### config.mk
export PLATFORM = sky130hd
export DESIGN_NAME = step_pulse_train_generator_top
export DESIGN_NICKNAME = d
export VERILOG_FILES = /design/src/rtl/sptg_pkg.sv /design/src/rtl/sptg_div.sv /design/src/rtl/sptg_datapath.sv /design/src/rtl/sptg_ctrl.sv /design/src/rtl/step_pulse_train_generator_top.sv
export SDC_FILE = /design/constraint.sdc
export NUM_CORES = 1
export LEC_CHECK = 0
export ABC_AREA = 0
export BUFFER_PORTS_ARGS = -buffer_cell sky130_fd_sc_hd__clkbuf_2
export CORE_ASPECT_RATIO = 1.2
export CORE_MARGIN = 5
export CORE_UTILIZATION = 40
export DETAILED_ROUTE_END_ITERATION = 7
export GPL_TIMING_DRIVEN = 1
export SLEW_MARGIN = 10
export SYNTH_ARGS = -nofsm -noshare
export SYNTH_HDL_FRONTEND = slang
export SYNTH_SLANG_ARGS = --single-unit
### constraint.sdc
create_clock -name clk -period 19.7 [get_ports clk]
set_clock_uncertainty 0.15 [all_clocks]
set_input_delay 3.94 -clock clk [delete_from_list [all_inputs] [get_ports clk]]
set_output_delay 3.94 -clock clk [all_outputs]
set_load 0.02 [all_outputs]
### src/rtl/sptg_pkg.sv
// ----------------------------------------------------------------------------
// sptg_pkg
// Widths, codes and control/status bundles of the step pulse train generator.
// ----------------------------------------------------------------------------
package sptg_pkg;

    localparam int COUNT_WIDTH  = 32;
    localparam int PERIOD_WIDTH = 16;
    localparam int DATA_W       = 32;
    localparam int SCALE_W      = 16;
    localparam int DUR_W        = 16;
    localparam int PROD_W       = SCALE_W + DUR_W;
    localparam int STEP_W       = $clog2(PROD_W);

    localparam logic [SCALE_W-1:0]      SCALE_RESET  = SCALE_W'(1000);
    localparam logic [PERIOD_WIDTH-1:0] RELOAD_RESET = '1;

    typedef enum logic [1:0] {
        MODE_TICK  = 2'd0,
        MODE_QUEUE = 2'd1,
        MODE_START = 2'd2,
        MODE_STOP  = 2'd3
    } mode_t;

    typedef enum logic [2:0] {
        ST_IDLE,
        ST_LOAD,
        ST_DIV,
        ST_APPLY,
        ST_FIN
    } state_t;

    typedef struct packed {
        logic accept;
        logic div_load;
        logic apply;
        logic out_load;
    } cmd_t;

    typedef struct packed {
        logic fall_seg;
        logic div_done;
    } sts_t;

endpackage

### src/rtl/sptg_div.sv
// ----------------------------------------------------------------------------
// sptg_div
// Restoring divider, one quotient bit per cycle.
// ----------------------------------------------------------------------------
module sptg_div
    import sptg_pkg::*;
(
    input  logic                   clk,
    input  logic                   rst_n,
    input  logic                   load,
    input  logic [PROD_W-1:0]      dividend,
    input  logic [COUNT_WIDTH-1:0] divisor,
    output logic                   done,
    output logic [PROD_W-1:0]      quotient
);

    localparam logic [STEP_W-1:0] STEP_LAST = STEP_W'(PROD_W - 1);

    logic                   busy_reg, busy_next;
    logic [STEP_W-1:0]      cnt_reg, cnt_next;
    logic [COUNT_WIDTH-1:0] rem_reg, rem_next;
    logic [COUNT_WIDTH-1:0] dvs_reg, dvs_next;
    logic [PROD_W-1:0]      quo_reg, quo_next;

    logic [COUNT_WIDTH:0]   trial;
    logic [COUNT_WIDTH:0]   diff;
    logic                   fits;

    always_ff @(posedge clk or negedge rst_n)
    begin
        if (!rst_n)
        begin
            busy_reg <= 1'b0;
            cnt_reg  <= '0;
        end
        else
        begin
            busy_reg <= busy_next;
            cnt_reg  <= cnt_next;
        end
    end

    always_ff @(posedge clk)
    begin
        rem_reg <= rem_next;
        dvs_reg <= dvs_next;
        quo_reg <= quo_next;
    end

    always_comb
    begin
        trial     = {rem_reg, quo_reg[PROD_W-1]};
        diff      = trial - {1'b0, dvs_reg};
        fits      = (trial >= {1'b0, dvs_reg});
        done      = busy_reg && (cnt_reg == STEP_LAST);
        busy_next = busy_reg;
        cnt_next  = cnt_reg;
        rem_next  = rem_reg;
        dvs_next  = dvs_reg;
        quo_next  = quo_reg;
        if (load)
        begin
            busy_next = 1'b1;
            cnt_next  = '0;
            rem_next  = '0;
            dvs_next  = divisor;
            quo_next  = dividend;
        end
        else if (busy_reg)
        begin
            // remainder stays below the divisor, so it fits COUNT_WIDTH bits
            rem_next = fits ? diff[COUNT_WIDTH-1:0] : trial[COUNT_WIDTH-1:0];
            quo_next = {quo_reg[PROD_W-2:0], fits};
            cnt_next = cnt_reg + 1'b1;
            if (done)
            begin
                busy_next = 1'b0;
            end
        end
    end

    assign quotient = quo_reg;

endmodule

### src/rtl/sptg_datapath.sv
// ----------------------------------------------------------------------------
// sptg_datapath
// Pulse state, segment queue, period math and result register.
// ----------------------------------------------------------------------------
module sptg_datapath
    import sptg_pkg::*;
(
    input  logic                     clk,
    input  logic                     rst_n,
    input  cmd_t                     cmd,
    output sts_t                     sts,
    input  logic                     cfg_wr_en,
    input  logic [SCALE_W-1:0]       cfg_wr_data,
    input  logic [1:0]               mode,
    input  logic signed [DATA_W-1:0] delta,
    input  logic [DUR_W-1:0]         duration,
    input  logic [PERIOD_WIDTH-1:0]  start_period,
    output logic                     pulse_out,
    output logic                     busy_res,
    output logic signed [DATA_W-1:0] remaining,
    output logic [PERIOD_WIDTH-1:0]  period_now,
    output logic                     segment_taken
);

    logic [SCALE_W-1:0]      scale_reg;
    logic                    running_reg, running_next;
    logic                    level_reg, level_next;
    logic [COUNT_WIDTH-1:0]  target_reg, target_next;
    logic [PERIOD_WIDTH-1:0] reload_reg, reload_next;
    logic [PERIOD_WIDTH-1:0] tick_reg, tick_next;
    logic [COUNT_WIDTH-1:0]  pend_delta_reg, pend_delta_next;
    logic [DUR_W-1:0]        pend_dur_reg, pend_dur_next;
    logic                    taken_reg, taken_next;

    logic                    out_level_reg;
    logic                    out_running_reg;
    logic [COUNT_WIDTH-1:0]  out_target_reg;
    logic [PERIOD_WIDTH-1:0] out_reload_reg;
    logic                    out_taken_reg;

    logic [PERIOD_WIDTH-1:0] tick_inc;
    logic                    fire;
    logic                    pend_ok;
    logic [COUNT_WIDTH-1:0]  in_count;
    logic [COUNT_WIDTH-1:0]  target_mag;
    logic [COUNT_WIDTH-1:0]  target_stepped;
    logic [PROD_W-1:0]       product;
    logic [PROD_W-1:0]       quotient;
    logic [PERIOD_WIDTH-1:0] new_reload;
    logic                    div_done;

    sptg_div u_div (
        .clk      (clk),
        .rst_n    (rst_n),
        .load     (cmd.div_load),
        .dividend (product),
        .divisor  (target_mag),
        .done     (div_done),
        .quotient (quotient)
    );

    always_ff @(posedge clk or negedge rst_n)
    begin
        if (!rst_n)
        begin
            scale_reg      <= SCALE_RESET;
            running_reg    <= 1'b0;
            level_reg      <= 1'b0;
            target_reg     <= '0;
            reload_reg     <= RELOAD_RESET;
            tick_reg       <= '0;
            pend_delta_reg <= '0;
            pend_dur_reg   <= '0;
            taken_reg      <= 1'b0;
        end
        else
        begin
            if (cfg_wr_en)
            begin
                scale_reg <= cfg_wr_data;
            end
            running_reg    <= running_next;
            level_reg      <= level_next;
            target_reg     <= target_next;
            reload_reg     <= reload_next;
            tick_reg       <= tick_next;
            pend_delta_reg <= pend_delta_next;
            pend_dur_reg   <= pend_dur_next;
            taken_reg      <= taken_next;
        end
    end

    always_ff @(posedge clk)
    begin
        if (cmd.out_load)
        begin
            out_level_reg   <= level_reg;
            out_running_reg <= running_reg;
            out_target_reg  <= target_reg;
            out_reload_reg  <= reload_reg;
            out_taken_reg   <= taken_reg;
        end
    end

    always_comb
    begin
        tick_inc       = tick_reg + 1'b1;
        fire           = running_reg && (mode_t'(mode) == MODE_TICK) && (tick_inc >= reload_reg);
        pend_ok        = (pend_delta_reg != '0) && (pend_dur_reg != '0);
        in_count       = delta[COUNT_WIDTH-1:0];
        target_mag     = target_reg[COUNT_WIDTH-1] ? (COUNT_WIDTH'(0) - target_reg) : target_reg;
        // step one toward zero
        target_stepped = target_reg[COUNT_WIDTH-1] ? (target_reg + 1'b1) : (target_reg - 1'b1);
        product        = PROD_W'(scale_reg) * PROD_W'(pend_dur_reg);
        new_reload     = quotient[PERIOD_WIDTH-1:0];

        sts.fall_seg   = fire && level_reg && pend_ok;
        sts.div_done   = div_done;

        running_next    = running_reg;
        level_next      = level_reg;
        target_next     = target_reg;
        reload_next     = reload_reg;
        tick_next       = tick_reg;
        pend_delta_next = pend_delta_reg;
        pend_dur_next   = pend_dur_reg;
        taken_next      = taken_reg;

        if (cmd.accept)
        begin
            taken_next = 1'b0;
            case (mode_t'(mode))
                MODE_TICK:
                begin
                    if (running_reg)
                    begin
                        tick_next = tick_inc;
                        if (fire)
                        begin
                            tick_next = '0;
                            if (level_reg)
                            begin
                                level_next = 1'b0;
                                if (pend_ok)
                                begin
                                    // rest of the fall runs after the divide
                                    taken_next  = 1'b1;
                                    target_next = target_reg + pend_delta_reg;
                                end
                                else if (target_reg == '0)
                                begin
                                    running_next = 1'b0;
                                end
                                else
                                begin
                                    target_next = target_stepped;
                                end
                            end
                            else
                            begin
                                level_next = 1'b1;
                            end
                        end
                    end
                end
                MODE_QUEUE:
                begin
                    pend_delta_next = in_count;
                    pend_dur_next   = duration;
                end
                MODE_START:
                begin
                    target_next  = in_count;
                    reload_next  = start_period;
                    tick_next    = '0;
                    level_next   = 1'b0;
                    running_next = (in_count != '0);
                end
                default:
                begin
                    running_next = 1'b0;
                    level_next   = 1'b0;
                    tick_next    = '0;
                end
            endcase
        end

        if (cmd.apply)
        begin
            pend_delta_next = '0;
            pend_dur_next   = '0;
            if ((target_reg == '0) || (new_reload == '0))
            begin
                running_next = 1'b0;
                level_next   = 1'b0;
                tick_next    = '0;
            end
            else
            begin
                reload_next = new_reload;
                tick_next   = '0;
                target_next = target_stepped;
            end
        end
    end

    assign pulse_out     = out_level_reg;
    assign busy_res      = out_running_reg;
    assign remaining     = DATA_W'($signed(out_target_reg));
    assign period_now    = out_reload_reg;
    assign segment_taken = out_taken_reg;

endmodule

### src/rtl/sptg_ctrl.sv
// ----------------------------------------------------------------------------
// sptg_ctrl
// Request sequencing: accept, optional period divide, result hand-off.
// ----------------------------------------------------------------------------
module sptg_ctrl
    import sptg_pkg::*;
(
    input  logic clk,
    input  logic rst_n,
    input  logic in_valid,
    output logic in_ready,
    output logic out_valid,
    input  logic out_ready,
    output cmd_t cmd,
    input  sts_t sts
);

    state_t state_reg, state_next;
    logic   out_valid_reg, out_valid_next;

    always_ff @(posedge clk or negedge rst_n)
    begin
        if (!rst_n)
        begin
            state_reg     <= ST_IDLE;
            out_valid_reg <= 1'b0;
        end
        else
        begin
            state_reg     <= state_next;
            out_valid_reg <= out_valid_next;
        end
    end

    always_comb
    begin
        state_next = state_reg;
        cmd        = '0;
        in_ready   = 1'b0;
        unique case (state_reg)
            ST_IDLE:
            begin
                in_ready = 1'b1;
                if (in_valid)
                begin
                    cmd.accept = 1'b1;
                    state_next = sts.fall_seg ? ST_LOAD : ST_FIN;
                end
            end
            ST_LOAD:
            begin
                cmd.div_load = 1'b1;
                state_next   = ST_DIV;
            end
            ST_DIV:
            begin
                if (sts.div_done)
                begin
                    state_next = ST_APPLY;
                end
            end
            ST_APPLY:
            begin
                cmd.apply  = 1'b1;
                state_next = ST_FIN;
            end
            ST_FIN:
            begin
                // wait here only while the previous result is still unread
                if (!out_valid_reg || out_ready)
                begin
                    cmd.out_load = 1'b1;
                    state_next   = ST_IDLE;
                end
            end
            default:
            begin
                state_next = ST_IDLE;
            end
        endcase

        if (cmd.out_load)
        begin
            out_valid_next = 1'b1;
        end
        else if (out_ready)
        begin
            out_valid_next = 1'b0;
        end
        else
        begin
            out_valid_next = out_valid_reg;
        end
    end

    assign out_valid = out_valid_reg;

endmodule

### src/rtl/step_pulse_train_generator_top.sv
// ----------------------------------------------------------------------------
// step_pulse_train_generator_top
// One-channel step pulse generator driven by tick/queue/start/stop requests.
//
//   channel  | handshake              | payload
//   ---------+------------------------+-------------------------------------
//   input    | in_valid / in_ready    | mode, delta, duration, start_period
//   result   | out_valid / out_ready  | pulse_out, busy_res, remaining,
//            |                        | period_now, segment_taken
//   config   | cfg_wr_en              | cfg_wr_data (cycle scale)
//
// Most requests go through accept, then load of the result register.
// A falling edge that consumes a queued segment adds load, divide and apply; the
// period is scale*duration/|remaining| from a 1-bit-per-cycle divider (32 steps).
// The input side waits in the hand-off state while the result register is full.
// Reset: asynchronous, active low; cycle scale returns to 1000.
// ----------------------------------------------------------------------------
module step_pulse_train_generator_top
    import sptg_pkg::*;
(
    input  logic                     clk,
    input  logic                     rst_n,
    input  logic                     cfg_wr_en,
    input  logic [SCALE_W-1:0]       cfg_wr_data,
    input  logic                     in_valid,
    output logic                     in_ready,
    input  logic [1:0]               mode,
    input  logic signed [DATA_W-1:0] delta,
    input  logic [DUR_W-1:0]         duration,
    input  logic [PERIOD_WIDTH-1:0]  start_period,
    output logic                     out_valid,
    input  logic                     out_ready,
    output logic                     pulse_out,
    output logic                     busy_res,
    output logic signed [DATA_W-1:0] remaining,
    output logic [PERIOD_WIDTH-1:0]  period_now,
    output logic                     segment_taken
);

    cmd_t cmd;
    sts_t sts;

    sptg_ctrl u_ctrl (
        .clk       (clk),
        .rst_n     (rst_n),
        .in_valid  (in_valid),
        .in_ready  (in_ready),
        .out_valid (out_valid),
        .out_ready (out_ready),
        .cmd       (cmd),
        .sts       (sts)
    );

    sptg_datapath u_dp (
        .clk           (clk),
        .rst_n         (rst_n),
        .cmd           (cmd),
        .sts           (sts),
        .cfg_wr_en     (cfg_wr_en),
        .cfg_wr_data   (cfg_wr_data),
        .mode          (mode),
        .delta         (delta),
        .duration      (duration),
        .start_period  (start_period),
        .pulse_out     (pulse_out),
        .busy_res      (busy_res),
        .remaining     (remaining),
        .period_now    (period_now),
        .segment_taken (segment_taken)
    );

endmodule

After elaboration in Yosys (flattened, before gate mapping)
Cells that the tools add are included.
{ "word_totals": {"register_bits": 288, "inputBits": 87, "out_inout_bits": 53, "word_cells": 136} }
{ "classes": {"n_addsub": 7, "mul": 1, "order_cmp": 2, "eq_ne": 12, "muxes": 69, "reduce_logical": 23} }
{ "op_table": {"columns": ["cell", "n"], "rows": [
  ["32-bit 2-to-1 mux", 15],
  ["16-bit 2-to-1 mux", 11],
  ["32-bit case mux with 2 select lines", 1],
  ["32-bit nonzero test", 2],
  ["33-bit by 32-bit >= comparator with 1-bit output", 1],
  ["32-bit by 1-bit adder with 32-bit output, second input constant", 1],
  ["32-bit adder", 1],
  ["32-bit logical NOT", 1],
  ["16-bit by 16-bit multiplier with 32-bit output", 1],
  ["16-bit case mux with 2 select lines", 1],
  ["1-bit by 32-bit subtractor with 32-bit output, first input constant", 1],
  ["32-bit by 1-bit subtractor with 32-bit output, second input constant", 1],
  ["32-bit subtractor", 1],
  ["1-bit 2-to-1 mux", 31],
  ["31-bit 2-to-1 mux", 1],
  ["16-bit by 1-bit adder with 16-bit output, second input constant", 1],
  ["16-bit >= comparator", 1],
  ["16-bit logical NOT", 1],
  ["16-bit nonzero test", 1],
  ["3-bit case mux with 5 select lines", 1],
  ["3-bit 2-to-1 mux", 4],
  ["5-bit 2-to-1 mux", 2],
  ["2-bit nonzero test", 4],
  ["3-bit by 2-bit == test with 1-bit output, second input constant", 2],
  ["other kinds (18)", 27]
]} }

Logic depth before layout (Yosys ltp)
Gate-level depths: netlist (run 1).
{ "logic_depth": {"word_depth": 11, "mapped_depth": 25} }

Modules after synthesis
A second synthesis (run 1) with hierarchy kept.
{ "unflattened": {"cells_unflattened": 2918, "area_unflattened_um2": 26760.7} }
{ "modules_own_cells": {"columns": ["module", "n_inst", "cells_each", "area_per_inst_um2"], "rows": [
  ["sptg_datapath", 1, 2295, 20606.0],
  ["sptg_div", 1, 599, 5916.9],
  ["sptg_ctrl", 1, 24, 237.7]
]} }

Least setup slack after synthesis (run 1)
OpenSTA, ideal clock, no wires.
{ "synth_timing": {"path_kind": "reg-to-reg", "startpoint": "reg u_dp.scale_reg[7]", "endpoint": "reg u_dp.u_div.quo_reg[30], in the netlist u_dp.u_div.quotient[30], data pin", "setup_ns": 0.135, "t_arrival_ns": 6.410, "required_ns": 19.415, "path_slack_ns": 13.005, "path_stages_with_launch": 23, "path_buffers": 1, "period_less_slack_ns": 6.695, "path_cell_list": "dfstp_2 -> clkbuf_1 -> nand2_1 -> fa_1 -> inv_1 -> fa_1 -> fa_1 -> fa_1 -> fa_1 -> inv_1 -> fa_1 -> inv_1 -> ha_1 -> a21o_1 -> a21o_1 -> a21o_1 -> a21o_1 -> a2111oi_0 -> o21ai_0 -> a21oi_1 -> o21ai_0 -> or4_1 -> nand3_1"} }
{ "synth_between": {"elab_chain_cells": 2} }
{ "synth_rtl": {"columns": ["element", "line", "text"], "rows": [
  ["start, declared", "sptg_datapath.sv:25", "logic [SCALE_W-1:0] scale_reg;"],
  ["start signal, assigned", "sptg_datapath.sv:80", "scale_reg <= cfg_wr_data;"],
  ["16-bit by 16-bit multiplier with 32-bit output", "sptg_datapath.sv:114", "product = PROD_W'(scale_reg) * PROD_W'(pend_dur_reg);"],
  ["32-bit 2-to-1 mux", "sptg_div.sv:61", "if (load)"],
  ["via u_dp.u_div.quo_next[30]", "sptg_div.sv:23", "logic [PROD_W-1:0] quo_reg, quo_next;"],
  ["end signal, assigned", "sptg_div.sv:47", "quo_reg <= quo_next;"],
  ["end, declared", "sptg_div.sv:23", null]
]} }
The timed path passes the listed nets, and every way through them passes these cells.
A chain may end at the register's enable or synchronous reset.

Worst setup path in the final report (run 1)
Ends and elaborated chain as after synthesis.

==> impl_metrics.py, run 1 <==
metrics = {
    "cells_and_area": {
        "nNetsFinal": 3523,
        "final_layout_size_suffix_gt1_frac": 0.09711,
        "syn_to_final_growth_pct": 10.31,
        "n_antenna_cell": 0,
    },
    "floorplan": {
        "initial_core_util": 0.4032,
        "rows": 103,
        "dieArea_um2": 71510,
        "io_pins": 140,
        "die_w_um": 245.0,
        "die_h_um": 291.9,
        "coreArea_um2": 65730,
    },
    "route": {
        "drc": 0,
        "drt_iter0_drc": 1414,
        "via_per_inst": 5.642,
        "routed_wl_um": 78020,
        "first_pass_iters": 5,
        "num_vias": 21940,
        "drt.antenna.violating_nets": 0,
        "wl_per_cell_um": 20.07,
    },
    "worst_setup_path": {
        "path_buf_inv": 3,
        "critPathRequiredTime_ns": 19.98,
        "startpoint": "u_dp.scale_reg[7]$_DFFE_PN1P_",
        "cp_top_family": "adder cells",
        "crit_chain": "nand2_1, fa_1, inv_1, fa_1, fa_1, fa_1, fa_1, inv_1, fa_1, inv_1, ha_1, a21o_1, a21o_1, a21o_1, a21o_1, a2111oi_0, o21ai_0, a21oi_1, o21ai_0, or4_1, nand3_1",
        "r2r_slack_ns": 12.66,
        "endpoint_kind": "flop",
        "crit_top_cell": "fa_1",
        "slowest_delay_ns": 0.78,
        "crit_path_top_delay_cell": "dfstp_2",
        "worstSetupPathType": "reg2reg",
        "cp.arrival_ns": 7.31,
        "start_kind": "flop",
        "timing.rr.start": "u_dp.scale_reg[7]$_DFFE_PN1P_",
        "cp_max_fo": 17,
    },
    "grt": {
        "grt.total_usage": 0.2163,
        "antenna_found_initial": 1,
        "grt_pass1_vias": 22660,
        "grt_max_degree": 97,
        "grt_pass1_wl_um": 123800,
        "gr-total-overflow": 0,
    },
    "yosys": {
        "ys_types": 86,
        "ys_async_sr_fraction": 0.4896,
        "synth_flop_cell": "dfrtp_1",
        "syn-cell-area_um2": 26500,
        "syn_area_per_cell_um2": 8.991,
        "synthCells": 2947,
        "ys_seq_elements": 288,
        "yosysWarnings": 0,
        "seq_area_frac_synth": 0.2887,
        "synth_nets": 3450,
        "synth_edf_count": 115,
    },
    "clock_tree": {
        "h-tree-depth": 2,
        "cts_tree": "built",
        "cts_buffers": 37,
        "cts-root-buf": "clkbuf_16",
        "clk_latency_ns": 0.57,
        "post_cts_buffers": 0,
        "cts_sinks": 288,
        "ctsResizeCount": 0,
        "path_clk_slew_ns": 0.06,
        "hold_buffers": 0,
        "cts_buffer_depth": 3,
    },
    "timing": {
        "final.period_utilization": 0.3572,
        "tightest_slew_ns": 1.232,
        "min_period_ns": 7.037,
        "relSlewSlack": 0.1755,
        "worst_slack_ns": 12.66,
        "hold_viol_final": 0,
        "drv_slew": 0,
        "max_freq_ghz": 0.1421,
        "rsz0062_at_grt": "no",
        "setup_violations": 0,
        "setup_tns_ns": 0,
    },
    "outcome": {
        "status": "complete, no violations",
    },
    "placement": {
        "numPortBuffers": 139,
        "gp_congestion": 0.9104,
        "dp_slack_ns": 12.40,
        "dpl.hpwl_um": 58700,
    },
    "run": {
        "max-cap-violations": 0,
    },
    "hold_path": {
        "hp-class": "reg2reg",
        "worstHoldStart": "u_dp.taken_reg$_DFFE_PN0P_",
    },
}
-- cell type report --
| cell class | count | area [µm²] |
|---|---|---|
| clock buffers | 53 | 1089 |
| multi-input cells | 2215 | 17200 |
| inverters | 316 | 1186 |
| repair buffers | 162 | 874.6 |
| fillers | 6449 | 36500 |
| flip-flops and latches | 288 | 7651 |
| well taps | 840 | 1051 |
| clock inverters | 14 | 181.4 |
-- stage by stage --
step | std cells | hold slack (ns) | util | instance area [µm²]
final | 3888 | 0.3103 | 0.4447 | 29230
after global routing | 3888 | 0.3367 | 0.4447 | 29230
after CTS | 3888 | 0.3112 | 0.4447 | 29230
after detailed placement | 3821 | 0.2966 | 0.4254 | 27960
after global placement | 3821 | 0.2970 | 0.4254 | 27960
after floorplan | 2947 | 0.2753 | - | 26500
-- worst register-to-register path, delay by kind of cell (launching register included) --
| kind | cells | cell delay, ns |
|---|---|---|
| fa+ha+maj | 7 | 3.51 |
| compound gates | 8 | 1.63 |
| buf+inv | 3 | 0.15 |
| simple gates | 3 | 0.67 |
| flops | 1 | 0.78 |
-- cell usage in the layout, fill, tap and decap left out, types with 43 or more instances in the layout --
master,instances
ha_1,219
and2_1,122
a21o_1,54
o21ai_0,213
fa_1,197
nand2_1,432
clkbuf_2,138
xor2_1,43
nor2_1,116
xnor2_1,105
edfxtp_1,115
inv_1,314
dfrtp_1,118
a21oi_1,155
-- cell families (layout without fill, tap and decap cells) --
logic type,count (synthesis),after routing,synth area share
XOR/XNOR,148,148,0.04892
AND/OR/NAND/NOR,922,922,0.1646
AO/OA/AOI/OAI,684,684,0.1640
adder cells (fa/ha/maj),416,416,0.2522
buffers and inverters,444,545,0.06375
multiplexers,45,45,0.01780
flip-flops,288,288,0.2887
-- layer usage --
metal	global-route usage	routed length [µm]
met1	0.2534	30680
met4	0.09650	3868
met3	0.02884	3586
met5	0	13
met2	0.3941	39870
-- synth_stat cells, drive strengths merged, types with 17 or more instances --
master | number | share of area
a211oi | 27 | 0.0076
inv | 315 | 0.045
clkbuf | 111 | 0.016
nor2 | 118 | 0.017
o211ai | 23 | 0.0065
dfrtp | 119 | 0.11
nand4 | 25 | 0.0059
a21o | 55 | 0.016
a31oi | 40 | 0.0094
mux2i | 28 | 0.011
nand3 | 42 | 0.0079
nand2b | 37 | 0.0087
nor4 | 28 | 0.0068
mux2 | 17 | 0.0072
and3 | 29 | 0.0068
nor2b | 26 | 0.0062
buf | 17 | 0.0033
xor2 | 43 | 0.014
xnor2 | 105 | 0.035
dfxtp | 32 | 0.024
nor3 | 22 | 0.0042
dfstp | 22 | 0.022
a21oi | 155 | 0.029
and2 | 123 | 0.029
o22ai | 25 | 0.0061
o21a | 20 | 0.0057
edfxtp | 115 | 0.13
fa | 197 | 0.15
ha | 219 | 0.10
o21ai | 219 | 0.042
nand2 | 432 | 0.061
-- final timing paths --
kind | to | cells past startpoint
max | u_dp.u_div.quotient[30]$_DFFE_PP_ | 21
min | u_dp.segment_taken$_DFFE_PP_ | 0
max reg2reg | u_dp.u_div.quotient[30]$_DFFE_PP_ | 21
min reg2reg | u_dp.segment_taken$_DFFE_PP_ | 0
max in group asynchronous | u_dp.u_div.busy_reg$_DFF_PN0_ | 2
min in group asynchronous | u_dp.pend_delta_reg[0]$_DFFE_PN0P_ | 1
Power of run 1 is not shown: default switching activity piles up to over one toggle a cycle in this logic, so the estimate is an artifact.
==> inputs of run 2 (changes only) <==
clock period = 6.2 ns   (was 19.7 ns; I/O delays follow)
==> impl_metrics.py, run 2 (synthesis results as in run 1) <==
metrics = {
    "grt": {
        "grt_pass1_vias": 23240,
        "grt_max_degree": 97,
        "grt_pass1_wl_um": 124800,
        "gr-total-overflow": 0,
        "antenna_found_initial": 3,
        "grt.total_usage": 0.2151,
    },
    "timing": {
        "rsz0062_at_grt": "yes",
        "drv_slew": 0,
        "max_freq_ghz": 0.1567,
        "worst_slack_ns": -0.1837,
        "hold_viol_final": 0,
        "final.period_utilization": 1.030,
        "hold_ws_ns": 0.3302,
        "relSlewSlack": 0.2874,
        "setup_violations": 5,
        "tightest_slew_ns": 1.069,
        "min_period_ns": 6.384,
    },
    "route": {
        "routed_wl_um": 77710,
        "num_vias": 22280,
        "drc": 0,
        "first_pass_iters": 7,
        "via_per_inst": 5.545,
        "wl_per_cell_um": 19.34,
        "drt.antenna.violating_nets": 0,
        "drt_iter0_drc": 1638,
    },
    "cells_and_area": {
        "syn_to_final_growth_pct": 15.54,
        "final_layout_size_suffix_gt1_frac": 0.1624,
        "post-route-util": 0.4658,
        "mostFrequentLayoutCell": "nand2_1",
        "final_area_um2": 30620,
        "nNetsFinal": 3653,
        "final_cell_mix": "429 x nand2_1, 294 x inv_1, 205 x ha_1",
        "n_antenna_cell": 0,
    },
    "outcome": {
        "violations": "negative setup slack",
        "status": "finished, violations left",
    },
    "clock_tree": {
        "cts_buffers": 36,
        "cts_buffer_depth": 3,
        "cts_sinks": 288,
        "hold_buffers": 0,
        "clk_latency_ns": 0.59,
        "cts-root-buf": "clkbuf_16",
        "h-tree-depth": 2,
        "path_clk_slew_ns": 0.07,
        "cts_tree": "built",
    },
    "worst_setup_path": {
        "slowest_delay_ns": 0.59,
        "startpoint": "u_dp.scale_reg[6]$_DFFE_PN1P_",
        "critPathRequiredTime_ns": 6.48,
        "timing.rr.start": "u_dp.scale_reg[6]$_DFFE_PN1P_",
        "r2r_cells": 23,
        "cp.arrival_ns": 6.66,
        "start_kind": "flop",
        "worstSetupPathType": "reg2reg",
        "crit_top_cell": "fa_1",
        "crit_path_top_delay_cell": "dfstp_2",
        "endpoint_kind": "flop",
        "cp_max_fo": 4,
        "crit_chain": "buf_12, buf_6, buf_6, and2_4, fa_1, fa_1, fa_1, fa_1, fa_1, inv_2, fa_1, inv_2, ha_4, a21o_1, a21o_1, a21o_1, a21o_1, a2111oi_4, o21ai_2, a21oi_2, o21ai_1, or4_1, nand3_1",
    },
    "floorplan": {
        "die_w_um": 245.0,
        "io_pins": 140,
        "dieArea_um2": 71510,
        "die_h_um": 291.9,
        "coreArea_um2": 65730,
        "rows": 103,
        "initial_core_util": 0.4032,
    },
    "run": {
        "max-cap-violations": 0,
    },
    "placement": {
        "gp_congestion": 0.9188,
        "dp_slack_ns": -0.2712,
        "placed_area_um2": 28810,
        "dpl.hpwl_um": 60780,
        "numPortBuffers": 139,
    },
    "hold_path": {
        "whs_path_depth": 0,
        "worstHoldStart": "u_dp.taken_reg$_DFFE_PN0P_",
        "hp-class": "reg2reg",
    },
}
run 2: routing by layer:
metal  up-vias  GRT usage  wire [µm]
met5         -          0          0
met4         0    0.06693       2453
met3       145    0.03039       4717
li1      10510          -          -
met2       645     0.3702      37930
met1     10980     0.2820      32600
run 2: path summary, 6_finish.rpt:
kind / end / slack, ns
setup / recovery: u_dp.u_div.quotient[30]$_DFFE_PP_ / -0.18
hold / removal: u_dp.segment_taken$_DFFE_PP_ / 0.33
setup reg to reg: u_dp.u_div.quotient[30]$_DFFE_PP_ / -0.18
hold reg to reg: u_dp.segment_taken$_DFFE_PP_ / 0.33
max in group asynchronous: u_dp.u_div.busy_reg$_DFF_PN0_ / 4.29
min in group asynchronous: u_dp.pend_delta_reg[29]$_DFFE_PN0P_ / 0.57
run 2: layout make-up:
| type | instances | area, µm² |
|---|---|---|
| clock buffer | 45 | 934.6 |
| clock inverter | 21 | 272.8 |
| fill | 6351 | 35110 |
| inverter | 316 | 1186 |
| multi-input combinational | 2215 | 17530 |
| sequential | 288 | 7664 |
| tap | 840 | 1051 |
| timing repair buffer | 293 | 1983 |
run 2: what timing repair did:
action | CTS | global route
buffers inserted | 14 | 15
setup endpoints to repair | 10 | 15
pin swaps | 26 | 59
gates resized for setup | 33 | 82
run 2: metrics by stage:
stage	TNS, ns	std cells
6_report	-0.4339	4018
2_1_floorplan	0	2947
3_3_place_gp	-0.6120	3924
5_1_grt	-2.472	4018
3_5_place_dp	-1.379	3924
4_1_cts	-0.7080	4004
run 2: worst max-delay path, delay by kind of cell (launching register included):
kind / cells / cell delay (ns)
adders and majority gates: 7 / 3.06
AOI/OAI and AO/OA: 8 / 1.37
and+or+nand+nor: 3 / 0.65
DFF: 1 / 0.59
buffers and inverters: 5 / 0.39
Power of run 2 is left out for the same reason.
